File: src/hdl/ltd_ram.sv
`timescale 1ns / 1ps
// ---------------------------------------------------------------------------
// ltd_ram
// Generic single write, single read RAM with registered read data.
// ---------------------------------------------------------------------------
module ltd_ram #(
    parameter int W  = 8,
    parameter int D  = 64,
    parameter int AW = (D > 1) ? $clog2(D) : 1
) (
    input  logic          i_clk,
    input  logic          i_we,
    input  logic [AW-1:0] i_waddr,
    input  logic [W-1:0]  i_wdata,
    input  logic          i_re,
    input  logic [AW-1:0] i_raddr,
    output logic [W-1:0]  o_rdata
);
    logic [W-1:0] r_mem [D];
    logic [W-1:0] r_rdata;

    always_ff @(posedge i_clk) begin
        if (i_we) begin
            r_mem[i_waddr] <= i_wdata;
        end
        if (i_re) begin
            r_rdata <= r_mem[i_raddr];
        end
    end

    assign o_rdata = r_rdata;
endmodule

File: config.mk
export PLATFORM = sky130hd
export DESIGN_NAME = ltd_ram
export DESIGN_NICKNAME = d
export VERILOG_FILES = /design/src/hdl/ltd_ram.sv
export SDC_FILE = /design/constraint.sdc
export NUM_CORES = 1
export LEC_CHECK = 0
export ABC_CLOCK_PERIOD_IN_PS = 7000
export CAP_MARGIN = 40
export CORE_MARGIN = 1.5
export CORE_UTILIZATION = 40
export CTS_CLUSTER_DIAMETER = 50
export CTS_CLUSTER_SIZE = 40
export DETAILED_ROUTE_END_ITERATION = 16
export DONT_BUFFER_PORTS = 1
export GPL_TIMING_DRIVEN = 0
export PLACE_DENSITY = 0.64
export SETUP_SLACK_MARGIN = 0.05
export SLEW_MARGIN = 5
export SYNTH_ARGS = -nofsm -noshare
export SYNTH_HDL_FRONTEND = slang
export SYNTH_SLANG_ARGS = --single-unit
File: constraint.sdc
create_clock -name i_clk -period 7 [get_ports i_clk]
set_input_delay 1.4 -clock i_clk [delete_from_list [all_inputs] [get_ports i_clk]]
set_output_delay 1.4 -clock i_clk [all_outputs]
set_load 0.01 [all_outputs]
==> results.py <==
metrics = {
    "run_status": {
        "status": "completed",
    },
    "critical_path": {
        "crit_family": "buffers and inverters",
        "reg2reg_depth": 5,
        "cp.required_ns": 7.26,
        "critPathSlowestCell": "buf_2",
        "timing.rr.start": "r_mem[28][4]",
        "endpoint_kind": "flip-flop",
        "regToRegEndpoint": "o_rdata[4]",
        "start_kind": "input port",
        "worstPathMaxFanout": 10,
        "crit_chain": "buf_4 -> buf_2 -> buf_4 -> buf_2 -> mux4_2 -> mux2i_1 -> a21oi_1 -> o21ai_1 -> o41ai_1",
        "cp_data_arrival_time_ns": 4.04,
        "r2r_slack_ns": 4.71,
        "critPathMaxStageDelay_ns": 0.49,
        "crit_buf_inv": 4,
        "path_depth": 9,
        "criticalPathCategory": "input port to flip-flop",
    },
    "timing": {
        "worst_pin_slew_ns": 0.887,
        "hold_viol_final": 0,
        "fin_crit_ns": 3.77,
        "slew_headroom_pct": 40.6,
        "slew_viol_final": 0,
        "finalCritPeriodShare_pct": 53.9,
        "finalClockSkew_ns": 0.0200,
        "setup_viol": 0,
        "fin_tns_setup_ns": 0,
        "rsz0062_at_grt": "false",
        "holdWs_ns": 0.945,
        "fmax_mhz": 265,
    },
    "detailed_routing": {
        "routedWlPerCell_um": 28.1,
        "drt-total-wl_um": 47500,
        "drtPass1Iterations": 5,
        "ant_nets": 0,
        "drc": 0,
        "vias_per_cell": 5.72,
        "drt_iter0_markers": 1532,
        "vias": 9675,
    },
    "clock_tree": {
        "numCtsBuffers": 36,
        "cts-root-buf": "clkbuf_16",
        "cts_setup_buffers": 0,
        "ctsResizeCount": 0,
        "clock-sinks": 520,
        "htreeDepth": 2,
        "path_clk_slew_ns": 0.09,
        "clk_latency_ns": 0.56,
        "ctsHoldBuffers": 0,
        "ctsLongestPathBuffers": 3,
        "cts_tree": "yes",
    },
    "yosys": {
        "synth_cells": 940,
        "yosys-top-cells-count": "520 x edfxtp_1, 126 x mux4_2, 83 x nor2_1",
        "synth_top_family_by_area": "multiplexers",
        "synthesis.area_um2": 20200,
        "syn-num-nets": 963,
        "ys_seq_elements": 520,
        "synth_compound_area_share_pct": 2.06,
        "synth_edf_count": 520,
        "yosys_warnings": 0,
        "yosys.area_share.simple_pct": 3.37,
        "synth-seq-area-share_pct": 77.1,
        "ys_async_sr_fraction_pct": 0,
        "synth.area.mux_share_pct": 15.9,
        "ys_types": 39,
        "yosysMostFrequentCell": "edfxtp_1",
        "ys.flop_type": "edfxtp_1",
        "synth_xor_area_share_pct": 0,
        "synth.avg_cell_area_um2": 21.5,
        "synthTopCellsByArea": "edfxtp_1 77%, mux4_2 14%, nor2_1 1.5%",
        "synth_top_area_share_pct": 77.1,
        "yosys.area.top_type": "edfxtp_1",
        "synthAdderAreaFrac_pct": 0,
    },
    "layout": {
        "nets": 1014,
        "layoutNonFillerInstCount": 1690,
        "diodes": 0,
        "drive_above_1_share_pct": 24.2,
        "area.growth.synth_to_final_pct": 10.8,
    },
    "global_route": {
        "grt_pass1_wl_um": 69200,
        "antenna_found_initial": 1,
        "grt_overflow_total": 0,
        "track_usage_pct": 18.5,
        "grt_pass1_vias": 9768,
        "grt_start_max_net_pins": 65,
    },
    "die": {
        "start_util_pct": 40.4,
        "die_h_um": 228,
        "die_area_um2": 52000,
        "rows": 82,
        "coreArea_um2": 50100,
        "die_width_um": 228,
        "ios": 31,
    },
    "job": {
        "timing.max_cap.violations": 0,
    },
    "placement": {
        "dp_cells": 1625,
        "place.gp.congestion": 0.869,
        "dp_hpwl_um": 30900,
        "io_buffers": 0,
    },
    "worst_hold_path": {
        "holdPathEnd": "r_mem[48][5]",
        "min_path_cells": 0,
        "hp-start": "i_wdata[5]",
        "hold_path.class": "input port to flip-flop",
    },
    "pwr": {
        "leakage_nw": 6.79,
        "powerDensity_nw_per_um2": 265,
        "ir_worst_vdd_v": 0.000185,
    },
}
[state kept, by name (all words and copies together) (netlist names)]
name / count
r_mem: 512
o_rdata: 8
[worst reg2reg max path: cells and delay by family (launching register included)]
family / cells / cell delay (ns)
AND/OR/NAND/NOR: 1 / 0.32
flip-flops: 1 / 0.37
AO/OA/AOI/OAI: 2 / 0.52
multiplexers: 2 / 0.78
[layout by cell type (no fill, tap or decap), drive strengths merged, types with 6 or more instances in the layout]
master	instances
inv	11
nor2b	14
clkinvlp	6
buf	47
nand3	13
mux4	126
nor3	7
o22ai	8
clkbuf	56
a221oi	6
nor2	83
nand2b	7
edfxtp	520
mux2	13
mux2i	23
nand2	19
clkinv	8
o221ai	8
[power breakdown]
part	leakage (nW)	total, mW	internal [mW]	switching [mW]
logic	1.52	0.281	0.116	0.164
clock network	0.578	2.20	1.07	1.13
registers	4.69	3.46	3.45	0.00811
total	6.79	5.93	4.63	1.30
[kinds of logic (layout without fill, tap and decap cells)]
logic type,Yosys count,in the layout
DFF,520,520
muxes,162,162
and+or+nand+nor,153,153
AOI/OAI and AO/OA,54,54
buffers and inverters,51,129
[routing by layer]
metal	track usage (%)	vias to the layer above	routed length (µm)
met5	0	-	15
met4	5.65	2	1350
met3	3.81	81	3810
met2	29.4	445	22700
met1	25.9	5131	19600
li1	-	4016	-
[stage by stage]
| step | util [%] | instance area [µm²] | power, mW | setup slack, ns |
|---|---|---|---|---|
| after global placement | 42.1 | 21100 | 3.80 | 2.64 |
| after detailed placement | 42.3 | 21200 | 3.81 | 2.65 |
| after global routing | 44.8 | 22400 | 6.09 | 3.18 |
| final | 44.8 | 22400 | 5.93 | 3.23 |
| after floorplan | - | 20200 | 3.71 | 3.79 |
| after CTS | 44.8 | 22400 | 5.97 | 3.24 |
[layout make-up]
class                           count  area, µm²
Timing Repair Buffer               13        106
Tap cell                          672        841
Sequential cell                   520      15600
Fill cell                        4252      27600
Clock buffer                       39        933
Buffer                             51        317
Multi-Input combinational cell    369       4320
Clock inverter                     26        297
[worst max-delay path by stage]
stage	startpoint	end	slack, ns
finish	i_raddr[1]	o_rdata[3]	3.23
floorplan	i_raddr[1]	o_rdata[3]	3.79
detailed placement	i_raddr[1]	o_rdata[5]	2.65
global route	i_raddr[1]	o_rdata[3]	3.18
CTS	i_raddr[1]	o_rdata[5]	3.24
global placement	i_raddr[1]	o_rdata[3]	2.64
Power figures use the tool's default switching activity.
