`src/hdl/ltd_pkg.sv`:
```
`timescale 1ns / 1ps
// ---------------------------------------------------------------------------
// ltd_pkg
// Shared types and constants for the light table with dedup and aging.
// ---------------------------------------------------------------------------
package ltd_pkg;

    localparam int LTD_DEPTH = 64;

    localparam logic [63:0] FNV_BASIS = 64'hCBF29CE484222325;
    localparam logic [8:0]  FNV_PRIME_LO = 9'h1B3;   // prime = 2^40 + 0x1B3
    localparam int          FNV_PRIME_SH = 40;
    localparam int          HASH_BYTES = 12;

    localparam logic [7:0]  GRACE_RST   = 8'd4;
    localparam logic [49:0] MERGE_RST   = 50'd1638400;
    localparam logic [23:0] MINRAD_RST  = 24'd25;
    localparam logic [23:0] DEFRAD_RST  = 24'd6400;
    localparam logic [7:0]  TTL_STATIC  = 8'hFF;

    typedef enum logic [1:0] {
        REQ_DYNAMIC = 2'd0,
        REQ_STATIC  = 2'd1,
        REQ_FRAME   = 2'd2,
        REQ_CLEAR   = 2'd3
    } t_req;

    typedef enum logic [1:0] {
        CFG_GRACE   = 2'd0,
        CFG_MERGE   = 2'd1,
        CFG_MINRAD  = 2'd2,
        CFG_DEFRAD  = 2'd3
    } t_cfg_idx;

    typedef struct packed {
        logic        stat;
        logic        active;
    } t_flags;

    typedef struct packed {
        t_flags      flags;
        logic [7:0]  ttl;
        logic [63:0] key;
        logic [23:0] quad;
        logic [23:0] lin;
        logic [23:0] radius;
        logic [15:0] col_b;
        logic [15:0] col_g;
        logic [15:0] col_r;
        logic [23:0] pz;
        logic [23:0] py;
        logic [23:0] px;
    } t_entry;

    localparam int ENTRY_W = $bits(t_entry);

    typedef enum logic [3:0] {
        ST_IDLE,
        ST_HASH,
        ST_SCAN_RD,
        ST_SCAN_MUL,
        ST_SCAN_CMP,
        ST_UPD_RD,
        ST_UPD_WR,
        ST_AGE_RD,
        ST_AGE_CHK,
        ST_MOVE_RD,
        ST_MOVE_WR,
        ST_DUMP_RD,
        ST_DUMP_OUT,
        ST_DUMP_EMPTY
    } t_state;

endpackage

```
`src/hdl/ltd_hash.sv`:
```
`timescale 1ns / 1ps
// ---------------------------------------------------------------------------
// ltd_hash
// Byte-serial FNV-1a over the quantized position, one byte per cycle.
// ---------------------------------------------------------------------------
module ltd_hash (
    input  logic        i_clk,
    input  logic        i_rst_n,
    input  logic        i_start,
    input  logic [23:0] i_pos_x,
    input  logic [23:0] i_pos_y,
    input  logic [23:0] i_pos_z,
    output logic        o_busy,
    output logic [63:0] o_key
);
    import ltd_pkg::*;

    logic [3:0]  r_cnt;
    logic [95:0] r_bytes;
    logic [63:0] r_h;
    logic [63:0] w_t;
    logic [63:0] w_h_next;
    logic [31:0] w_qx, w_qy, w_qz;

    function automatic logic [31:0] quant(input logic [23:0] p);
        logic signed [24:0] b;
        begin
            b = $signed({p[23], p}) + 25'sd256;
            quant = {{16{b[24]}}, b[24:9]};
        end
    endfunction

    assign w_qx = quant(i_pos_x);
    assign w_qy = quant(i_pos_y);
    assign w_qz = quant(i_pos_z);

    // h * prime = (h << 40) + h * 0x1B3
    assign w_t      = r_h ^ {56'd0, r_bytes[7:0]};
    assign w_h_next = (w_t << FNV_PRIME_SH) + 64'(w_t * {55'd0, FNV_PRIME_LO});

    always_ff @(posedge i_clk) begin
        if (!i_rst_n) begin
            r_cnt <= '0;
        end else if (i_start) begin
            r_cnt <= 4'(HASH_BYTES);
        end else if (r_cnt != '0) begin
            r_cnt <= r_cnt - 4'd1;
        end
    end

    always_ff @(posedge i_clk) begin
        if (i_start) begin
            r_bytes <= {w_qz, w_qy, w_qx};
            r_h     <= FNV_BASIS;
        end else if (r_cnt != '0) begin
            r_bytes <= {8'd0, r_bytes[95:8]};
            r_h     <= w_h_next;
        end
    end

    assign o_busy = (r_cnt != '0);
    assign o_key  = r_h;
endmodule
```
`config.mk`:
```
export PLATFORM = sky130hd
export DESIGN_NAME = ltd_hash
export DESIGN_NICKNAME = d
export VERILOG_FILES = /design/src/hdl/ltd_pkg.sv /design/src/hdl/ltd_hash.sv
export SDC_FILE = /design/constraint.sdc
export NUM_CORES = 1
export LEC_CHECK = 0
export BUFFER_PORTS_ARGS = -buffer_cell sky130_fd_sc_hd__clkbuf_2
export CORE_ASPECT_RATIO = 2
export CORE_MARGIN = 2
export CORE_UTILIZATION = 57
export DETAILED_ROUTE_END_ITERATION = 8
export PLACE_DENSITY = 0.77
export SLEW_MARGIN = 20
export SYNTH_ARGS = -nofsm -noshare
export SYNTH_HDL_FRONTEND = slang
export SYNTH_SLANG_ARGS = --single-unit
```
`constraint.sdc`:
```
create_clock -name i_clk -period 5.5 [get_ports i_clk]
set_input_delay 1.1 -clock i_clk [delete_from_list [all_inputs] [get_ports i_clk]]
set_output_delay 1.1 -clock i_clk [all_outputs]
set_load 0.05 [all_outputs]
```
==> flow_summary.json, run 1 <==
{
  "status": "finished, final reports clean",
  "synth_top_cells_by_area": "fa_1 (23%), ha_1 (14%), edfxtp_1 (13%), inv_1 (9.7%), dfxtp_1 (7.4%)",
  "clock_skew_ns": 0.0120,
  "synth_common_cells": "inv_1 (474), fa_1 (211), ha_1 (199)",
  "finish.utilization_pct": 68.0,
  "syn_inst": 2065,
  "cts_hold_buf": 0,
  "die_w_um": 131,
  "max-cap-violations": 0,
  "rows": 93,
  "relSlewSlack_pct": 41.6,
  "period_share_pct": 100,
  "grt_pass1_wl_mm": 85.6,
  "multi_input_area_um2": 13200,
  "finalSetupViolations": 0,
  "rsz0062_at_grt": "true",
  "synthToLayoutAreaGrowth_pct": 18.6,
  "htree_num_levels": 4,
  "core_area_um2": 32000,
  "worstPathMaxFanout": 5,
  "postLayoutCellArea_um2": 21800,
  "fillers": 2588,
  "hold_class": "register to register",
  "grt_max_degree": 90,
  "required_ns": 5.85,
  "cts_buffers": 17,
  "grt_use_total_pct": 33.9,
  "place.detailed.hpwl_mm": 44.9,
  "tightest_slew_ns": 0.876,
  "final_period_minus_worst_setup_slack_ns": 5.50,
  "synth-edff-count": 82,
  "worstPathArrival_ns": 5.85,
  "ys.flop_type": "edfxtp_1",
  "yosysTopAreaCell": "fa_1",
  "yosysSeqAreaShare_pct": 20.8,
  "async_flop_share_pct": 0,
  "antenna_found_initial": 0,
  "ys_types": 74,
  "cts_tree": "done",
  "clk_latency_ns": 0.46,
  "grt_pass1_vias": 16700,
  "diodes": 0,
  "vias": 15300,
  "slew_violations": 0,
  "cts.clk_slew.worst_paths_ns": 0.07,
  "final_layout_size_suffix_gt1_share_pct": 19.4,
  "overflow": 0,
  "ys_ff_latch": 150,
  "clockBufferDepth": 2,
  "drt_iter0_markers": 690,
  "cp-start-kind": "register",
  "start_util_pct": 57.4,
  "pin_count": 140,
  "critPathKind": "register to register",
  "timing.fmax_mhz": 182,
  "synth_top_cell_area_share_pct": 23.0,
  "fp.dieH_um": 258,
  "dpl-instance-area_um2": 20400,
  "setup_tns_ns": 0,
  "syn_nets": 2550,
  "gp_congestion": 0.985,
  "yosysWarnings": 0,
  "cts_root_buf": "clkbuf_16",
  "hold_ws_ns": 0.503,
  "nets": 2781,
  "die_area_um2": 33700,
  "yosysMostFrequentCell": "inv_1",
  "synth_area_um2": 18400,
  "routedWlPerCell_um": 20.0,
  "numPortBuffers": 115,
  "regArea_um2": 3850,
  "clock-sinks": 150,
  "wl_mm": 54.8,
  "firstDrtPassIters": 5,
  "hold_violations": 0,
  "critPathCaptureType": "register",
  "syn_avg_cell_area_um2": 8.89,
  "postRouteAntennaNets": 0,
  "drcViolationCount": 0,
  "via_per_inst": 5.60
}
-- cell families after synthesis --
| logic type | count (synthesis) | synth area share [%] |
|---|---|---|
| compound gates | 402 | 13.5 |
| xor+xnor | 171 | 8.16 |
| fa+ha+maj | 410 | 36.6 |
| buf+inv | 535 | 11.0 |
| flops | 150 | 20.8 |
| mux | 4 | 0.239 |
| simple gates | 393 | 9.71 |
-- layer usage --
metal / wire [µm] / part of all wire, % / global-route usage, %
met2: 29400 / 54 / 62.5
met5: 0 / 0 / 0
met1: 16900 / 31 / 30.7
met4: 6000 / 11 / 28.8
met3: 2530 / 4.6 / 6.28
-- through the flow --
step                std cells  worst slack [ns]
finish                   2736          0.000108
global route             2736            -0.131
CTS                      2730         -0.000698
detailed placement       2697            -0.342
global placement         2697            -0.219
floorplan                2065          0.000741
-- state kept, by name, summed over array words and instances (netlist names) --
name,flops
r_cnt,4
r_bytes,82
o_key,64
-- timing repair --
action / CTS / global route
pin swaps: 7 / 40
setup endpoints to repair: 22 / 32
gates cloned: 0 / 0
buffers inserted: 1 / 6
resized for setup: 17 / 116
-- layout make-up --
type | instances | area share (%)
clock buffer | 17 | 1.95
clock inverter | 15 | 0.833
inverter | 476 | 8.21
multi-input combinational | 1380 | 60.8
sequential | 150 | 17.7
tap | 427 | 2.45
timing repair buffer | 271 | 8.07
-- path summary, 6_finish.rpt --
| kind | cells after the start | slack (ns) | startpoint | endpoint |
|---|---|---|---|---|
| max | 21 | 0.0001 | r_bytes[2] | o_key[61] |
| min | 2 | 0.50 | o_key[27] | o_key[27] |
| max reg2reg | 21 | 0.0001 | r_bytes[2] | o_key[61] |
| min reg2reg | 2 | 0.50 | o_key[27] | o_key[27] |
-- layout by cell type, fill, tap and decap left out, drive strengths merged, types with 4 or more instances in the layout --
cell type	instances
a31oi	14
and3	24
nand4	9
or2	4
xnor2	89
nor3	12
nor2b	7
and2	16
nand2	149
nand3	53
o21bai	13
xor2	82
dfxtp	68
edfxtp	82
nor2	103
a211oi	17
a21oi	153
o211ai	13
buf	157
inv	486
o31ai	5
o21ai	101
fa	211
ha	199
a21o	48
clkbuf	131
a2111oi	4
-- critical path, cell delays in order, from the launching register on --
cell       delay [ns]
edfxtp_1         0.42
buf_4            0.17
xor2_2           0.15
ha_4             0.28
inv_2            0.03
fa_1             0.55
inv_2            0.04
fa_1             0.47
fa_1             0.57
ha_4             0.22
ha_4             0.23
a2111oi_4        0.40
o21ai_2          0.13
a311oi_2         0.33
a21boi_2         0.14
a211oi_4         0.27
buf_6            0.17
o211ai_4         0.12
nand3_2          0.15
nand2_4          0.08
a21o_1           0.18
a221o_1          0.28
Power of run 1 is not shown: default switching activity piles up to over one toggle a cycle in this logic, so the estimate is an artifact.
==> inputs of run 2 (changes only) <==
- MAX_ROUTING_LAYER: not set -> met4
==> run 2 against run 1 <==
Clock-buffer cell count unchanged; critical path depth increased by 2; die area stayed put; sequential cell count is the same; register-to-register slack improved by 0.095 ns.
==> flow_summary.json, run 2 (synthesis results as in run 1) <==
{
  "wl_mm": 54.6,
  "critPathCaptureType": "register",
  "start_util_pct": 57.4,
  "drt_iter0_markers": 726,
  "routedWlPerCell_um": 19.8,
  "regArea_um2": 3840,
  "top_register": "r_bytes",
  "postLayoutCellArea_um2": 21900,
  "cts_buffers": 17,
  "cp-start-kind": "register",
  "gp_congestion": 1.00,
  "rsz0062_at_grt": "true",
  "firstDrtPassIters": 5,
  "crit_slowest_cell": "fa_1",
  "grt_max_degree": 92,
  "path_cells": "xnor2_2, buf_4, inv_1, ha_4, fa_1, ha_1, inv_1, fa_1, inv_1, ha_4, fa_2, a21oi_2, buf_4, o21ai_2, a311oi_2, a21boi_2, a211oi_4, buf_6, o211ai_4, a31o_4, a21oi_4, xor2_2, o21ai_1",
  "htree_num_levels": 4,
  "rows": 93,
  "clock_skew_ns": 0.00941,
  "die_area_um2": 33700,
  "fillers": 2564,
  "finalSetupViolations": 0,
  "status": "finished, final reports clean",
  "required_ns": 5.82,
  "setup_tns_ns": 0,
  "overflow": 0,
  "nets": 2799,
  "finish.utilization_pct": 68.4,
  "hold_class": "register to register",
  "crit_top_cell": "inv_1",
  "final_layout_size_suffix_gt1_share_pct": 19.4,
  "grt_pass1_wl_mm": 84.7,
  "max_stage_delay_ns": 0.49,
  "tightest_slew_ns": 0.948,
  "cts.clk_slew.worst_paths_ns": 0.07,
  "pin_count": 140,
  "fp.dieH_um": 258,
  "postRouteAntennaNets": 0,
  "vias": 15200,
  "die_w_um": 131,
  "via_per_inst": 5.53,
  "numPortBuffers": 115,
  "critPathTopFamily": "adder cells",
  "antenna_found_initial": 0,
  "grt_use_total_pct": 34.6,
  "largest_reg_flops": 82,
  "multi_input_area_um2": 13200,
  "drcViolationCount": 0,
  "cts_root_buf": "clkbuf_16",
  "dp.cells": 2716,
  "place.detailed.hpwl_mm": 45.2,
  "max-cap-violations": 0,
  "worstPathArrival_ns": 5.72,
  "clockBufferDepth": 2,
  "dpl-instance-area_um2": 20500,
  "period_share_pct": 98.3,
  "grt_pass1_vias": 16600,
  "layout_commonest_cell": "inv_1",
  "cts_hold_buf": 0,
  "slew_violations": 0,
  "layout_common_cells": "inv_1 (470), fa_1 (210), buf_4 (172), ha_1 (164), nand2_1 (148)",
  "core_area_um2": 32000,
  "timing.fmax_mhz": 185,
  "final_cells": 2754,
  "relSlewSlack_pct": 36.8,
  "final_period_minus_worst_setup_slack_ns": 5.40,
  "clk_latency_ns": 0.45,
  "diodes": 0,
  "clock-sinks": 150,
  "worstPathMaxFanout": 4,
  "critPathKind": "register to register",
  "cts_tree": "done",
  "synthToLayoutAreaGrowth_pct": 19.2,
  "hold_violations": 0,
  "cp_num_buf_inv": 6
}
-- run 2: final timing paths --
check             startpoint        end  slack (ns)  cells past startpoint
setup / recovery  r_bytes[5]  o_key[53]         0.1                     23
hold reg to reg    o_key[27]  o_key[27]        0.51                      2
setup reg to reg  r_bytes[5]  o_key[53]         0.1                     23
hold / removal     o_key[27]  o_key[27]        0.51                      2
-- run 2: through the flow --
stage | setup WS (ns) | hold WS (ns)
floorplan | 0.000741 | 0.499
detailed placement | -0.426 | 0.501
global route | -0.0562 | 0.544
CTS | 0.00611 | 0.511
global placement | -0.382 | 0.493
finish | 0.0952 | 0.514
-- run 2: timing repair --
action / in CTS / in global routing
setup endpoints to repair: 30 / 30
pin swaps: 17 / 47
endpoints found under the hold margin: 0 / 0
buffers inserted: 3 / 3
gates resized for setup: 33 / 89
-- run 2: per-layer routing --
layer / GRT usage [%] / part of all wire, % / vias up
li1: - / - / 7124
met1: 29.9 / 31 / 7349
met2: 62.2 / 55 / 474
met3: 5.82 / 3.7 / 272
met4: 29.3 / 11 / 0
met5: - / 0 / -
-- run 2: layout make-up --
cell class	instances	share of cell area [%]
Tap cell	427	2.44
Clock inverter	15	0.721
Inverter	476	8.17
Timing Repair Buffer	289	8.66
Multi-Input combinational cell	1380	60.5
Clock buffer	17	1.94
Sequential cell	150	17.5
-- run 2: worst min-delay path, cell delays in order, from the launching register on --
cell and delay (ns):
dfxtp_1 0.35, nand2_1 0.07, a21oi_1 0.05
Power of run 2 is left out for the same reason.
==> inputs of run 3 (changes only) <==
- CORE_ASPECT_RATIO: 2 -> 1.25
- SETUP_SLACK_MARGIN: not set -> 0.1
==> run 3 against run 2 <==
The flow now finishes with violations (negative setup slack); die area down 0.23%; sequential cell count stayed put; final cell count down 1.2%; clock skew fell by 0.00088 ns; final area shrank 0.73%; setup slack worse by 0.12 ns; hold slack lost 0.020 ns; non-clock buffer count fell by 17.
==> flow_summary.json, run 3 (synthesis results as in run 1) <==
{
  "rsz0062_at_grt": "true",
  "multi_input_area_um2": 13200,
  "regArea_um2": 3850,
  "hold_violations": 0,
  "worstPathArrival_ns": 5.88,
  "via_per_inst": 5.49,
  "setup_slack_ns": -0.0244,
  "die_area_um2": 33700,
  "cts.clk_slew.worst_paths_ns": 0.07,
  "slew_violations": 0,
  "status": "finished with violations",
  "top_register": "r_bytes",
  "clk_latency_ns": 0.44,
  "cts_tree": "done",
  "largest_reg_flops": 82,
  "clock_skew_ns": 0.00853,
  "timing.fmax_mhz": 181,
  "overflow": 0,
  "synthToLayoutAreaGrowth_pct": 18.3,
  "grt_pass1_vias": 15600,
  "pin_count": 140,
  "numPortBuffers": 115,
  "rows": 73,
  "dp_slack_ns": -0.219,
  "drt_iter0_markers": 789,
  "cp-start-kind": "register",
  "hold-path-cell-count": 2,
  "relSlewSlack_pct": 41.1,
  "tightest_slew_ns": 0.884,
  "drcViolationCount": 0,
  "finalSetupViolations": 2,
  "hold_ws_ns": 0.494,
  "antenna_found_initial": 0,
  "final_layout_size_suffix_gt1_share_pct": 19.0,
  "wl_mm": 49.5,
  "core_area_um2": 31800,
  "critPathKind": "register to register",
  "layout_common_cells": "inv_1 (470), fa_1 (210), ha_1 (171), buf_4 (153), nand2_1 (146)",
  "final_period_minus_worst_setup_slack_ns": 5.52,
  "postRouteAntennaNets": 0,
  "critPathCaptureType": "register",
  "required_ns": 5.86,
  "gp_congestion": 0.996,
  "clock-sinks": 150,
  "start_util_pct": 57.8,
  "vias": 14900,
  "reg2regPathDepth": 22,
  "grt_pass1_wl_mm": 79.5,
  "fillers": 2512,
  "failed_checks": "negative setup slack",
  "layout_commonest_cell": "inv_1",
  "hold_class": "register to register",
  "max-cap-violations": 0,
  "grt_use_total_pct": 31.4,
  "min_from": "o_key[3]",
  "crit_path_start": "r_bytes[5]",
  "fp.dieH_um": 205,
  "clockBufferDepth": 2,
  "diodes": 0,
  "worstPathMaxFanout": 5,
  "place.detailed.hpwl_mm": 40.7,
  "die_w_um": 165,
  "cts_root_buf": "clkbuf_16",
  "period_share_pct": 100,
  "htree_num_levels": 4,
  "grt_max_degree": 90,
  "firstDrtPassIters": 5,
  "cts_buffers": 17,
  "nets": 2782,
  "routedWlPerCell_um": 18.2,
  "r2r_start": "r_bytes[5]"
}
[run 3: cell count changes in the layout (fill, tap and decap cells not counted), moves of 5 or more]
cell	change
ha_4	-11
buf_4	-19
o21ai_0	-5
dfxtp_1	-5
ha_1	+7
a21oi_2	+5
a21oi_1	-5
[run 3: per-stage QoR]
stage | TNS, ns | std cells | area (µm²) | utilization [%]
final | -0.0443 | 2722 | 21700 | 68.3
after detailed placement | -1.96 | 2678 | 20400 | 64.0
after CTS | 0 | 2712 | 21200 | 66.7
after global placement | -0.712 | 2678 | 20400 | 64.0
after global routing | -1.60 | 2722 | 21700 | 68.3
after floorplan | 0 | 2065 | 18400 | -
[run 3: area by class of cell]
type                    instances  area share, %
well taps                     412           2.37
multi-input cells            1380           60.7
clock inverters                15          0.847
clock buffers                  17           1.96
inverters                     476           8.23
flip-flops and latches        150           17.7
repair buffers                272           8.17
[run 3: path summary, 6_finish.rpt]
| check | endpoint | slack, ns |
|---|---|---|
| min reg2reg | o_key[3] | 0.49 |
| max | o_key[59] | -0.02 |
| min | o_key[3] | 0.49 |
| max reg2reg | o_key[59] | -0.02 |
[run 3: per-layer routing]
metal | vias to the layer above | share of wire [%] | GRT usage [%]
li1 | 7099 | - | -
met1 | 7311 | 39 | 35.5
met2 | 406 | 53 | 55.7
met3 | 130 | 3.6 | 3.79
met4 | 0 | 4.7 | 13.7
met5 | - | 0 | -
[run 3: timing repair]
action / CTS / global route
setup endpoints to repair: 28 / 31
pin swaps: 20 / 32
hold endpoints to repair: 0 / 0
setup buffers: 2 / 10
resized for setup: 38 / 92
hold buffers: 0 / 0
[run 3: worst max-delay path, stage by stage (launching register included)]
cell,delay [ns]
edfxtp_1,0.41
xnor2_2,0.26
inv_2,0.08
ha_4,0.27
inv_2,0.03
fa_1,0.54
inv_2,0.04
fa_1,0.49
fa_1,0.59
ha_4,0.21
ha_4,0.23
a2111oi_4,0.42
o21ai_2,0.15
a311oi_2,0.38
a21boi_2,0.15
a211oi_4,0.22
buf_6,0.16
o211ai_4,0.10
nand3_4,0.10
nand2_4,0.08
buf_6,0.15
a21o_2,0.18
a211oi_2,0.17
Power of run 3 is left out for the same reason.
